**src/hdl/ffa_pkg.sv**
```systemverilog
// Shared types and constants of the first-fit heap allocator.
// No dependencies.
package ffa_pkg;

    localparam int MAX_BLOCKS_DEF   = 64;
    localparam int HEADER_BYTES_DEF = 24;

    localparam int AW = 20;  // payload offset width
    localparam int SW = 21;  // size / counter width

    localparam logic [SW-1:0] HEAP_LIMIT = 21'h100000;
    localparam logic [SW-1:0] COUNT_MAX  = 21'h1FFFFF;

    typedef enum logic [2:0] {
        ST_ALLOCATED = 3'd0,
        ST_NO_FIT    = 3'd1,
        ST_FREED     = 3'd2,
        ST_NULL      = 3'd3,
        ST_UNKNOWN   = 3'd4
    } t_status;

    // controller -> datapath
    typedef struct packed {
        logic init;
        logic take;
        logic rd_head;
        logic rd_succ;
        logic ld_cur;
        logic alloc_whole;
        logic fail;
        logic pop_rd;
        logic split_new;
        logic split_cur;
        logic null_req;
        logic free_mark;
        logic unknown;
        logic merge;
        logic out_load;
    } t_dp_cmd;

    // datapath -> controller
    typedef struct packed {
        logic mode;
        logic fit;
        logic split;
        logic last;
        logic is_null;
        logic match;
        logic merge_ok;
        logic out_free;
    } t_dp_sts;

endpackage

```
**src/hdl/ffa_in_if.sv**
```systemverilog
// Request channel of the allocator: valid/ready plus request item.
// Depends on ffa_pkg.
interface ffa_in_if import ffa_pkg::*; ();
    logic          valid;
    logic          ready;
    logic          mode;
    logic [SW-1:0] request_size;
    logic [AW-1:0] payload_address;

    modport source (output valid, mode, request_size, payload_address, input ready);
    modport sink   (input valid, mode, request_size, payload_address, output ready);
endinterface

```
**src/hdl/ffa_out_if.sv**
```systemverilog
// Response channel of the allocator: valid/ready plus result item.
// Depends on ffa_pkg.
interface ffa_out_if import ffa_pkg::*; ();
    logic          valid;
    logic          ready;
    logic [AW-1:0] result_address;
    logic [2:0]    status;
    logic [SW-1:0] free_bytes;

    modport source (output valid, result_address, status, free_bytes, input ready);
    modport sink   (input valid, result_address, status, free_bytes, output ready);
endinterface

```
**src/hdl/first_fit_heap_allocator.sv**
```systemverilog
// Top level of the first-fit heap allocator with split and coalesce.
// Depends on ffa_pkg, ffa_in_if, ffa_out_if, ffa_ctrl, ffa_dp, ffa_ram.
//
// Usage:
//  - i_req (valid/ready) carries one request item: mode 0 allocates
//    request_size payload bytes, mode 1 frees payload_address.
//  - o_rsp (valid/ready) returns one item per request: result_address,
//    status and the free-byte counter after that request.
//  - i_cfg_we/i_cfg_data write heap_size (saturated into range) and
//    rebuild the table as a single free block; write only while idle.
// Timing: one request at a time. Allocate walks the list to the first
// fitting block, plus S_ASPLIT and S_AMARK when it splits, or to the
// end when nothing fits. Free walks the list to find the block, then
// walks all listed blocks to coalesce; null frees skip both walks. The
// walks are set by the single read port of the block table, one list
// step a cycle. Reset (synchronous, active low) and a configuration
// write rewrite entry 0 in S_INIT; i_req.ready stays low meanwhile. No
// clearing pass: spare table indices come from a high-water mark and a
// stack. A stalled o_rsp holds its item; the next request is taken and
// worked on, and waits in S_DONE until the output register frees.
module first_fit_heap_allocator import ffa_pkg::*; #(
    parameter int MAX_BLOCKS   = MAX_BLOCKS_DEF,
    parameter int HEADER_BYTES = HEADER_BYTES_DEF
) (
    input  logic          i_clk,
    input  logic          i_rst_n,
    input  logic          i_cfg_we,
    input  logic [SW-1:0] i_cfg_data,
    ffa_in_if.sink        i_req,
    ffa_out_if.source     o_rsp
);
    t_dp_cmd cmd;
    t_dp_sts sts;
    logic    in_ready;

    assign i_req.ready = in_ready;

    ffa_ctrl u_ctrl (
        .i_clk      (i_clk),
        .i_rst_n    (i_rst_n),
        .i_in_valid (i_req.valid),
        .i_cfg_we   (i_cfg_we),
        .i_sts      (sts),
        .o_cmd      (cmd),
        .o_in_ready (in_ready)
    );

    ffa_dp #(
        .MAX_BLOCKS   (MAX_BLOCKS),
        .HEADER_BYTES (HEADER_BYTES)
    ) u_dp (
        .i_clk        (i_clk),
        .i_rst_n      (i_rst_n),
        .i_cmd        (cmd),
        .o_sts        (sts),
        .i_cfg_we     (i_cfg_we),
        .i_cfg_data   (i_cfg_data),
        .i_mode       (i_req.mode),
        .i_size       (i_req.request_size),
        .i_addr       (i_req.payload_address),
        .i_out_ready  (o_rsp.ready),
        .o_out_valid  (o_rsp.valid),
        .o_res_addr   (o_rsp.result_address),
        .o_res_status (o_rsp.status),
        .o_free_bytes (o_rsp.free_bytes)
    );
endmodule

```
**src/hdl/ffa_ram.sv**
```systemverilog
// Generic single-write, single-read RAM with registered read data.
// No dependencies.
module ffa_ram #(
    parameter int WIDTH = 8,
    parameter int DEPTH = 16
) (
    input  logic                     i_clk,
    input  logic                     i_we,
    input  logic [$clog2(DEPTH)-1:0] i_waddr,
    input  logic [WIDTH-1:0]         i_wdata,
    input  logic                     i_re,
    input  logic [$clog2(DEPTH)-1:0] i_raddr,
    output logic [WIDTH-1:0]         o_rdata
);
    logic [WIDTH-1:0] r_mem [DEPTH];
    logic [WIDTH-1:0] r_rdata;

    always_ff @(posedge i_clk) begin
        if (i_we) begin
            r_mem[i_waddr] <= i_wdata;
        end
        if (i_re) begin
            r_rdata <= r_mem[i_raddr];
        end
    end

    assign o_rdata = r_rdata;
endmodule

```
**src/hdl/ffa_ctrl.sv**
```systemverilog
// Sequencer of the allocator: walks the block list, splits, frees, coalesces.
// Depends on ffa_pkg; drives ffa_dp through t_dp_cmd.
module ffa_ctrl import ffa_pkg::*; (
    input  logic    i_clk,
    input  logic    i_rst_n,
    input  logic    i_in_valid,
    input  logic    i_cfg_we,
    input  t_dp_sts i_sts,
    output t_dp_cmd o_cmd,
    output logic    o_in_ready
);
    typedef enum logic [9:0] {
        S_INIT   = 10'b0000000001,
        S_IDLE   = 10'b0000000010,
        S_ALOOK  = 10'b0000000100,
        S_ASPLIT = 10'b0000001000,
        S_AMARK  = 10'b0000010000,
        S_FLOOK  = 10'b0000100000,
        S_CHEAD  = 10'b0001000000,
        S_CLOAD  = 10'b0010000000,
        S_CCHK   = 10'b0100000000,
        S_DONE   = 10'b1000000000
    } t_state;

    t_state r_state, n_state;

    always_ff @(posedge i_clk) begin
        if (!i_rst_n) begin
            r_state <= S_INIT;
        end else begin
            r_state <= n_state;
        end
    end

    assign o_in_ready = (r_state == S_IDLE) && !i_cfg_we;

    always_comb begin
        n_state = r_state;
        o_cmd   = '0;
        case (r_state)
            S_INIT: begin
                o_cmd.init = 1'b1;
                n_state    = S_IDLE;
            end
            S_IDLE: begin
                if (i_in_valid && o_in_ready) begin
                    o_cmd.take    = 1'b1;
                    o_cmd.rd_head = 1'b1;
                    n_state       = i_sts.mode ? S_FLOOK : S_ALOOK;
                end
            end
            S_ALOOK: begin
                if (i_sts.fit) begin
                    if (i_sts.split) begin
                        o_cmd.pop_rd = 1'b1;
                        n_state      = S_ASPLIT;
                    end else begin
                        o_cmd.alloc_whole = 1'b1;
                        n_state           = S_DONE;
                    end
                end else if (i_sts.last) begin
                    o_cmd.fail = 1'b1;
                    n_state    = S_DONE;
                end else begin
                    o_cmd.rd_succ = 1'b1;
                end
            end
            S_ASPLIT: begin
                o_cmd.split_new = 1'b1;
                n_state         = S_AMARK;
            end
            S_AMARK: begin
                o_cmd.split_cur = 1'b1;
                n_state         = S_DONE;
            end
            S_FLOOK: begin
                if (i_sts.is_null) begin
                    o_cmd.null_req = 1'b1;
                    n_state        = S_DONE;
                end else if (i_sts.match) begin
                    o_cmd.free_mark = 1'b1;
                    n_state         = S_CHEAD;
                end else if (i_sts.last) begin
                    o_cmd.unknown = 1'b1;
                    n_state       = S_DONE;
                end else begin
                    o_cmd.rd_succ = 1'b1;
                end
            end
            S_CHEAD: begin
                o_cmd.rd_head = 1'b1;
                n_state       = S_CLOAD;
            end
            S_CLOAD: begin
                o_cmd.ld_cur = 1'b1;
                if (i_sts.last) begin
                    n_state = S_DONE;
                end else begin
                    o_cmd.rd_succ = 1'b1;
                    n_state       = S_CCHK;
                end
            end
            S_CCHK: begin
                if (i_sts.merge_ok) begin
                    o_cmd.merge = 1'b1;
                end else begin
                    o_cmd.ld_cur = 1'b1;
                end
                if (i_sts.last) begin
                    n_state = S_DONE;
                end else begin
                    o_cmd.rd_succ = 1'b1;
                end
            end
            S_DONE: begin
                if (i_sts.out_free) begin
                    o_cmd.out_load = 1'b1;
                    n_state        = S_IDLE;
                end
            end
            default: begin
                n_state = S_INIT;
            end
        endcase
        if (i_cfg_we) begin
            n_state = S_INIT;
        end
    end
endmodule

```
**src/hdl/ffa_dp.sv**
```systemverilog
// Datapath of the allocator: block table, spare-index stack, counter, result register.
// Depends on ffa_pkg and ffa_ram; commanded by ffa_ctrl.
module ffa_dp import ffa_pkg::*; #(
    parameter int MAX_BLOCKS   = MAX_BLOCKS_DEF,
    parameter int HEADER_BYTES = HEADER_BYTES_DEF
) (
    input  logic          i_clk,
    input  logic          i_rst_n,
    input  t_dp_cmd       i_cmd,
    output t_dp_sts       o_sts,
    input  logic          i_cfg_we,
    input  logic [SW-1:0] i_cfg_data,
    input  logic          i_mode,
    input  logic [SW-1:0] i_size,
    input  logic [AW-1:0] i_addr,
    input  logic          i_out_ready,
    output logic          o_out_valid,
    output logic [AW-1:0] o_res_addr,
    output logic [2:0]    o_res_status,
    output logic [SW-1:0] o_free_bytes
);
    localparam int IW = (MAX_BLOCKS > 1) ? $clog2(MAX_BLOCKS) : 1;
    localparam int CW = $clog2(MAX_BLOCKS + 1);
    localparam int TW = 2 * AW + 1 + IW;
    localparam logic [SW:0]   HDR22 = (SW + 1)'(HEADER_BYTES);
    localparam logic [SW-1:0] HDR21 = SW'(HEADER_BYTES);
    localparam logic [CW-1:0] MAXC  = CW'(MAX_BLOCKS);

    // configuration and request
    logic [SW-1:0] r_heap;
    logic          r_mode;
    logic [SW-1:0] r_size;
    logic [AW-1:0] r_addr;

    // block table
    logic          tw_we, t_re;
    logic [IW-1:0] tw_addr, t_raddr;
    logic [TW-1:0] tw_data, t_rdata;
    logic [IW-1:0] r_rd_idx;

    logic [AW-1:0] rd_start, rd_len;
    logic          rd_free;
    logic [IW-1:0] rd_succ;

    // current block of the coalescing pass
    logic [IW-1:0] r_cur_idx;
    logic [AW-1:0] r_cur_start, r_cur_len;
    logic          r_cur_free;

    // spare indices: stack of returned ones plus a high-water mark
    logic          s_we;
    logic [IW-1:0] s_rdata;
    logic [CW-1:0] r_sp, r_hwm;
    logic [IW-1:0] new_idx, r_new_idx;
    logic          idx_avail;

    logic [SW-1:0] r_cnt;
    logic [AW-1:0] r_res_addr;
    t_status       r_res_status;

    logic [SW-1:0] cfg_sat;
    logic [SW:0]   need, cnt_sum, len_hdr;
    logic [AW-1:0] merged_len;

    assign rd_start = t_rdata[TW-1 -: AW];
    assign rd_len   = t_rdata[TW-AW-1 -: AW];
    assign rd_free  = t_rdata[IW];
    assign rd_succ  = t_rdata[IW-1:0];

    assign need       = {1'b0, r_size} + HDR22;
    assign len_hdr    = {2'b0, rd_len} + HDR22;
    assign cnt_sum    = {1'b0, r_cnt} + len_hdr;
    assign merged_len = AW'(r_cur_len + len_hdr[AW-1:0]);
    assign idx_avail  = (r_sp != '0) || (r_hwm != MAXC);
    assign new_idx    = (r_sp != '0) ? s_rdata : r_hwm[IW-1:0];

    always_comb begin
        cfg_sat = i_cfg_data;
        if (i_cfg_data < HDR21 + SW'(1)) begin
            cfg_sat = HDR21 + SW'(1);
        end else if (i_cfg_data > HEAP_LIMIT) begin
            cfg_sat = HEAP_LIMIT;
        end
    end

    assign o_sts.mode     = i_mode;
    assign o_sts.fit      = rd_free && ({1'b0, rd_len} >= r_size);
    assign o_sts.split    = ({2'b0, rd_len} > need) && idx_avail;
    assign o_sts.last     = (rd_succ == '0);
    assign o_sts.is_null  = (r_addr == '0);
    assign o_sts.match    = ({1'b0, rd_start} + HDR21) == {1'b0, r_addr};
    assign o_sts.merge_ok = r_cur_free && rd_free;
    assign o_sts.out_free = !o_out_valid || i_out_ready;

    // table write and read port selection
    always_comb begin
        tw_we   = 1'b0;
        tw_addr = r_rd_idx;
        tw_data = {rd_start, rd_len, 1'b0, rd_succ};
        if (i_cmd.init) begin
            tw_we   = 1'b1;
            tw_addr = '0;
            tw_data = {{AW{1'b0}}, AW'(r_heap - HDR21), 1'b1, {IW{1'b0}}};
        end else if (i_cmd.alloc_whole) begin
            tw_we = 1'b1;
        end else if (i_cmd.split_new) begin
            tw_we   = 1'b1;
            tw_addr = new_idx;
            tw_data = {AW'(need[AW-1:0] + rd_start), AW'(rd_len - need[AW-1:0]),
                       1'b1, rd_succ};
        end else if (i_cmd.split_cur) begin
            tw_we   = 1'b1;
            tw_data = {rd_start, r_size[AW-1:0], 1'b0, r_new_idx};
        end else if (i_cmd.free_mark) begin
            tw_we   = 1'b1;
            tw_data = {rd_start, rd_len, 1'b1, rd_succ};
        end else if (i_cmd.merge) begin
            tw_we   = 1'b1;
            tw_addr = r_cur_idx;
            tw_data = {r_cur_start, merged_len, 1'b1, rd_succ};
        end
    end

    assign t_re    = i_cmd.rd_head || i_cmd.rd_succ;
    assign t_raddr = i_cmd.rd_head ? '0 : rd_succ;
    assign s_we    = i_cmd.merge;

    ffa_ram #(.WIDTH(TW), .DEPTH(MAX_BLOCKS)) u_table (
        .i_clk   (i_clk),
        .i_we    (tw_we),
        .i_waddr (tw_addr),
        .i_wdata (tw_data),
        .i_re    (t_re),
        .i_raddr (t_raddr),
        .o_rdata (t_rdata)
    );

    ffa_ram #(.WIDTH(IW), .DEPTH(MAX_BLOCKS)) u_spare (
        .i_clk   (i_clk),
        .i_we    (s_we),
        .i_waddr (r_sp[IW-1:0]),
        .i_wdata (r_rd_idx),
        .i_re    (i_cmd.pop_rd),
        .i_raddr (IW'(r_sp - CW'(1))),
        .o_rdata (s_rdata)
    );

    always_ff @(posedge i_clk) begin
        if (!i_rst_n) begin
            r_heap      <= HEAP_LIMIT;
            r_sp        <= '0;
            r_hwm       <= CW'(1);
            o_out_valid <= 1'b0;
        end else begin
            if (i_cfg_we) begin
                r_heap <= cfg_sat;
            end
            if (i_cmd.init) begin
                r_sp  <= '0;
                r_hwm <= CW'(1);
            end else if (i_cmd.split_new) begin
                if (r_sp != '0) begin
                    r_sp <= r_sp - CW'(1);
                end else begin
                    r_hwm <= r_hwm + CW'(1);
                end
            end else if (i_cmd.merge) begin
                r_sp <= r_sp + CW'(1);
            end
            if (i_cmd.out_load) begin
                o_out_valid <= 1'b1;
            end else if (i_out_ready) begin
                o_out_valid <= 1'b0;
            end
        end
    end

    // payload registers
    always_ff @(posedge i_clk) begin
        if (i_cmd.init) begin
            r_cnt <= r_heap - HDR21;
        end else if (i_cmd.alloc_whole || i_cmd.split_cur) begin
            r_cnt <= ({1'b0, r_cnt} > need) ? SW'({1'b0, r_cnt} - need) : '0;
        end else if (i_cmd.free_mark) begin
            r_cnt <= (cnt_sum > {1'b0, COUNT_MAX}) ? COUNT_MAX : cnt_sum[SW-1:0];
        end
        if (i_cmd.take) begin
            r_mode <= i_mode;
            r_size <= i_size;
            r_addr <= i_addr;
        end
        if (t_re) begin
            r_rd_idx <= t_raddr;
        end
        if (i_cmd.split_new) begin
            r_new_idx <= new_idx;
        end
        if (i_cmd.ld_cur) begin
            r_cur_idx   <= r_rd_idx;
            r_cur_start <= rd_start;
            r_cur_len   <= rd_len;
            r_cur_free  <= rd_free;
        end else if (i_cmd.merge) begin
            r_cur_len <= merged_len;
        end
        if (i_cmd.take) begin
            r_res_addr   <= '0;
            r_res_status <= i_mode ? ST_FREED : ST_NO_FIT;
        end else if (i_cmd.alloc_whole || i_cmd.split_cur) begin
            r_res_addr   <= AW'(rd_start + HDR21[AW-1:0]);
            r_res_status <= ST_ALLOCATED;
        end else if (i_cmd.null_req) begin
            r_res_status <= ST_NULL;
        end else if (i_cmd.unknown) begin
            r_res_status <= ST_UNKNOWN;
        end else if (i_cmd.fail) begin
            r_res_status <= ST_NO_FIT;
        end else if (i_cmd.free_mark) begin
            r_res_status <= r_mode ? ST_FREED : ST_NO_FIT;
        end
        if (i_cmd.out_load) begin
            o_res_addr   <= r_res_addr;
            o_res_status <= r_res_status;
            o_free_bytes <= r_cnt;
        end
    end

`ifndef SYNTHESIS
    a_hwm_range: assert property (@(posedge i_clk) disable iff (!i_rst_n)
        r_hwm <= MAXC) else $error("high-water mark beyond table");
    a_sp_below_hwm: assert property (@(posedge i_clk) disable iff (!i_rst_n)
        r_sp < r_hwm) else $error("more spare indices than issued");
    a_no_overwrite: assert property (@(posedge i_clk) disable iff (!i_rst_n)
        i_cmd.out_load |-> (!o_out_valid || i_out_ready))
        else $error("result overwritten while stalled");
    a_split_has_idx: assert property (@(posedge i_clk) disable iff (!i_rst_n)
        i_cmd.pop_rd |=> idx_avail) else $error("split without spare index");
`endif
endmodule
```
**src/flat_wrapper.sv**
```systemverilog
// flat-port wrapper written by rule: the top's interface ports become plain ports
module first_fit_heap_allocator_flat import ffa_pkg::*;
#(
    parameter int MAX_BLOCKS   = MAX_BLOCKS_DEF,
    parameter int HEADER_BYTES = HEADER_BYTES_DEF
)
  (i_clk, i_rst_n, i_cfg_we, i_cfg_data, i_req_valid, i_req_mode, i_req_request_size, i_req_payload_address, i_req_ready, o_rsp_valid, o_rsp_result_address, o_rsp_status, o_rsp_free_bytes, o_rsp_ready);
  ffa_in_if i_req_i ();
  ffa_out_if o_rsp_i ();
  input  logic i_clk;
  input  logic i_rst_n;
  input  logic i_cfg_we;
  input  logic [SW-1:0] i_cfg_data;
  input wire logic [$bits(i_req_i.valid)-1:0] i_req_valid;
  input wire logic [$bits(i_req_i.mode)-1:0] i_req_mode;
  input wire logic [$bits(i_req_i.request_size)-1:0] i_req_request_size;
  input wire logic [$bits(i_req_i.payload_address)-1:0] i_req_payload_address;
  output wire logic [$bits(i_req_i.ready)-1:0] i_req_ready;
  output wire logic [$bits(o_rsp_i.valid)-1:0] o_rsp_valid;
  output wire logic [$bits(o_rsp_i.result_address)-1:0] o_rsp_result_address;
  output wire logic [$bits(o_rsp_i.status)-1:0] o_rsp_status;
  output wire logic [$bits(o_rsp_i.free_bytes)-1:0] o_rsp_free_bytes;
  input wire logic [$bits(o_rsp_i.ready)-1:0] o_rsp_ready;
  assign i_req_i.valid = i_req_valid;
  assign i_req_i.mode = i_req_mode;
  assign i_req_i.request_size = i_req_request_size;
  assign i_req_i.payload_address = i_req_payload_address;
  assign i_req_ready = i_req_i.ready;
  assign o_rsp_valid = o_rsp_i.valid;
  assign o_rsp_result_address = o_rsp_i.result_address;
  assign o_rsp_status = o_rsp_i.status;
  assign o_rsp_free_bytes = o_rsp_i.free_bytes;
  assign o_rsp_i.ready = o_rsp_ready;
  first_fit_heap_allocator #(.MAX_BLOCKS(MAX_BLOCKS), .HEADER_BYTES(HEADER_BYTES)) u_core (.i_clk(i_clk), .i_rst_n(i_rst_n), .i_cfg_we(i_cfg_we), .i_cfg_data(i_cfg_data), .i_req(i_req_i), .o_rsp(o_rsp_i));
endmodule
```
**config.mk**
```make
export PLATFORM = sky130hd
export DESIGN_NAME = first_fit_heap_allocator_flat
export DESIGN_NICKNAME = d
export VERILOG_FILES = /design/src/hdl/ffa_pkg.sv /design/src/hdl/ffa_in_if.sv /design/src/hdl/ffa_out_if.sv /design/src/hdl/first_fit_heap_allocator.sv /design/src/hdl/ffa_ram.sv /design/src/hdl/ffa_ctrl.sv /design/src/hdl/ffa_dp.sv /design/src/flat_wrapper.sv
export SDC_FILE = /design/constraint.sdc
export NUM_CORES = 2
export LEC_CHECK = 0
export ABC_AREA = 0
export BUFFER_PORTS_ARGS = -buffer_cell sky130_fd_sc_hd__buf_2
export CAP_MARGIN = 5
export CORE_ASPECT_RATIO = 0.5
export CORE_MARGIN = 3
export CORE_UTILIZATION = 30
export CTS_CLUSTER_DIAMETER = 80
export DETAILED_ROUTE_END_ITERATION = 10
export PLACE_DENSITY = 0.4
export SYNTH_ARGS = -nofsm -noshare
export SYNTH_HDL_FRONTEND = slang
export SYNTH_HIERARCHICAL = 1
export SYNTH_SLANG_ARGS = --single-unit
```
**constraint.sdc**
```tcl
create_clock -name i_clk -period 33.1 [get_ports i_clk]
set_clock_uncertainty 0.05 [all_clocks]
set_input_delay 6.62 -clock i_clk [delete_from_list [all_inputs] [get_ports i_clk]]
set_output_delay 6.62 -clock i_clk [all_outputs]
set_load 0.005 [all_outputs]
```
==> flow_metrics.tcl <==
set metrics [dict create \
    synth_fp_nets 7762 \
    p_sw_share_pct 22.0 \
    crit_required_ns 26.43 \
    final_antenna_net_count 0 \
    cp_num_buf_inv 2 \
    peakVddDrop_mv 0.0505 \
    wl_per_cell_um 34.2 \
    holdBufCountCts 0 \
    rsz0062_at_grt "false" \
    synth_seq_cells 3680 \
    finalCriticalPeriod_ns 14.02 \
    drt-initial-drc-count 9684 \
    first_global_vias 78841 \
    power_frac_clock_pct 42.9 \
    grt_antenna_before_repair 61 \
    drc_errors 0 \
    synth_cells 7563 \
    intPower_mw 7.74 \
    post_cts_buffers 0 \
    slew_viol_final 0 \
    slowest_delay_ns 0.48 \
    clockRootBuffer "clkbuf_16" \
    finish.utilization_pct 34.8 \
    crit_path_cell_trace "buf_2 -> nor2_1 -> buf_2" \
    status "completed" \
    drt-total-wl_um 505000 \
    path_delay_family "buffers and inverters" \
    grt_overflow 0 \
    critical_path.max_fanout 26 \
    power.switching_mw 2.19 \
    crit_top_cell "buf_2" \
    clockBufferDepth 4 \
    synthTopCellsByCount "edfxtp_1 (3,614), mux4_2 (807), nor2_1 (350), a21oi_1 (242), o22ai_1 (194)" \
    die_x_um 1000 \
    die_area_mm2 0.503 \
    min_period_over_period_pct 42.3 \
    drive_gt1_share_pct 24.9 \
    ioPinCount 114 \
    netlist_area_mm2 0.148 \
    critPathSlowestCell "buf_2" \
    netlist_top_cells_area "edfxtp_1 (73%), mux4_2 (12%), ha_1 (1.1%), mux2i_1 (0.94%), dfxtp_1 (0.89%)" \
    nets 8159 \
    cts.sinks 3680 \
    num_rows 181 \
    clock_latency_ns 0.94 \
    synth_area_per_cell_um2 19.6 \
    dieHeight_um 503 \
    comb_power_share_pct 4.3 \
    worstMarginPinSlew_ns 1.30 \
    synth_edf_count 3614 \
    synth.top_cell.area_share_pct 73.3 \
    yosys_warnings 6 \
    tns_ns 0 \
    hold_violations 0 \
    core-area_mm2 0.489 \
    hp-class "reg -> reg" \
    synth_cell_type_count 103 \
    grt_max_degree 103 \
    cts_buffers 371 \
    grt_usage_pct 19.7 \
    gp_congestion 0.797 \
    fmax_mhz 71.3 \
    critPathArrivalTime_ns 7.35 \
    seq_area_frac_synth_pct 74.2 \
    power_density_mw_per_mm2 58.3 \
    ctsResizeCount 0 \
    initial_core_util_pct 30.3 \
    vias 78864 \
    slew_headroom_pct 13.3 \
    end_kind "output pin" \
    finalSetupViolCount 0 \
    maxCapViolations 0 \
    critical_path_class "in -> out" \
    numPortBuffers 113 \
    synth-async-reset-ratio_pct 0 \
    ctsHtreeMaxLevel 5 \
    hpwl_um 302000 \
    synth_top_area_cell "edfxtp_1" \
    path_clk_slew_ns 0.06 \
    power_frac_seq_pct 52.8 \
    synth_ff_type "edfxtp_1" \
    crit_path_start_kind "input port" \
    area_growth_pct 15.0 \
    dr.pass1.iters 5 \
    p_leak_nw 53.2 \
    via_per_inst 5.34 \
    yosysMostFrequentCell "edfxtp_1" \
    grt_pass1_wl_um 688000 \
    cts_tree "built" \
]
routing by layer:
layer  part of all wire (%)  wire length (um)  GRT usage [%]
met5                 0.0020                10              0
met4                    2.1             10500           3.95
met3                    5.9             29800           2.50
met2                     44            223000           29.8
met1                     48            242000           30.4
path summary, 6_finish.rpt:
kind,slack [ns],to,cells past startpoint,startpoint
worst max-delay path,19.08,i_req_ready,3,i_cfg_we
worst min-delay path,0.38,u_core/u_dp/o_res_status[1],0,u_core/u_dp/r_res_status[1]
worst max register to register,22.76,u_core/u_dp/u_table/r_mem[14][10],22,u_core/u_dp/u_table/o_rdata[30]
worst min register to register,0.38,u_core/u_dp/o_res_status[1],0,u_core/u_dp/r_res_status[1]
through the flow:
stage                     setup slack [ns]  instances  hold slack (ns)  power, mW  cell area, um2
after floorplan                      19.70       7563            0.350       5.57          148000
after global placement               18.97      14082            0.362       5.77          158000
after detailed placement             18.89      14083            0.362       5.77          158000
after CTS                            19.03      14756            0.376       10.0          170000
after global routing                 18.99      14757            0.377       10.2          170000
final                                19.08      14762            0.375       9.93          170000
flip-flops by register name, indices dropped and copies added, names as in the netlist, 20 cells and up:
signal,flops
u_core/u_dp/r_res_addr,20
u_core/u_dp/r_cnt,21
u_core/u_dp/u_table/r_mem,3008
u_core/u_dp/o_res_addr,20
u_core/u_dp/o_free_bytes,21
u_core/u_dp/r_heap,21
u_core/u_dp/u_spare/r_mem,384
u_core/u_dp/r_size,21
u_core/u_dp/r_cur_start,20
u_core/u_dp/r_addr,20
u_core/u_dp/r_cur_len,20
u_core/u_dp/u_table/o_rdata,47
cells by family (layout without fill, tap and decap cells):
kind of cell | after synthesis | count (layout) | share of synthesized area, %
compound gates | 1065 | 1065 | 4.84
xor+xnor | 161 | 161 | 0.957
fa+ha+maj | 131 | 131 | 1.13
buf+inv | 480 | 1177 | 1.62
flops | 3680 | 3680 | 74.2
mux | 1017 | 1017 | 13.8
other cells | 0 | 6 | 0
simple gates | 1029 | 1029 | 3.46
layout make-up:
cell class	instances	area (um2)
antenna	6	15.0
clock buffer	453	9750
clock inverter	220	2190
fill	45637	319000
inverter	82	314
multi-input combinational	3403	37100
sequential	3680	110000
tap	6496	8130
timing repair buffer	422	2950
cell usage in the layout (no fill, tap or decap), types with 77 or more instances in the layout:
cell       netlist  final
o21ai_0        138    130
ha_1           126    126
mux4_2         807    807
o22ai_1        194    194
buf_2          112    113
clkbuf_16        0    378
inv_1           81     79
mux2i_1        139    139
nor2_1         350    283
xnor2_1        103    103
nand2_1        178    171
edfxtp_1      3614   3614
nor2b_1         89     77
buf_4           39    303
a21oi_1        242    222
power groups by stage:
stage	Combinational, mW	Sequential, mW	Clock (mW)
6_report	0.427	5.24	4.26
5_1_grt	0.460	5.24	4.55
4_1_cts	0.428	5.24	4.37
3_5_place_dp	0.427	5.34	0
3_3_place_gp	0.425	5.34	0
2_1_floorplan	0.232	5.34	0
Power figures use the tool's default switching activity.
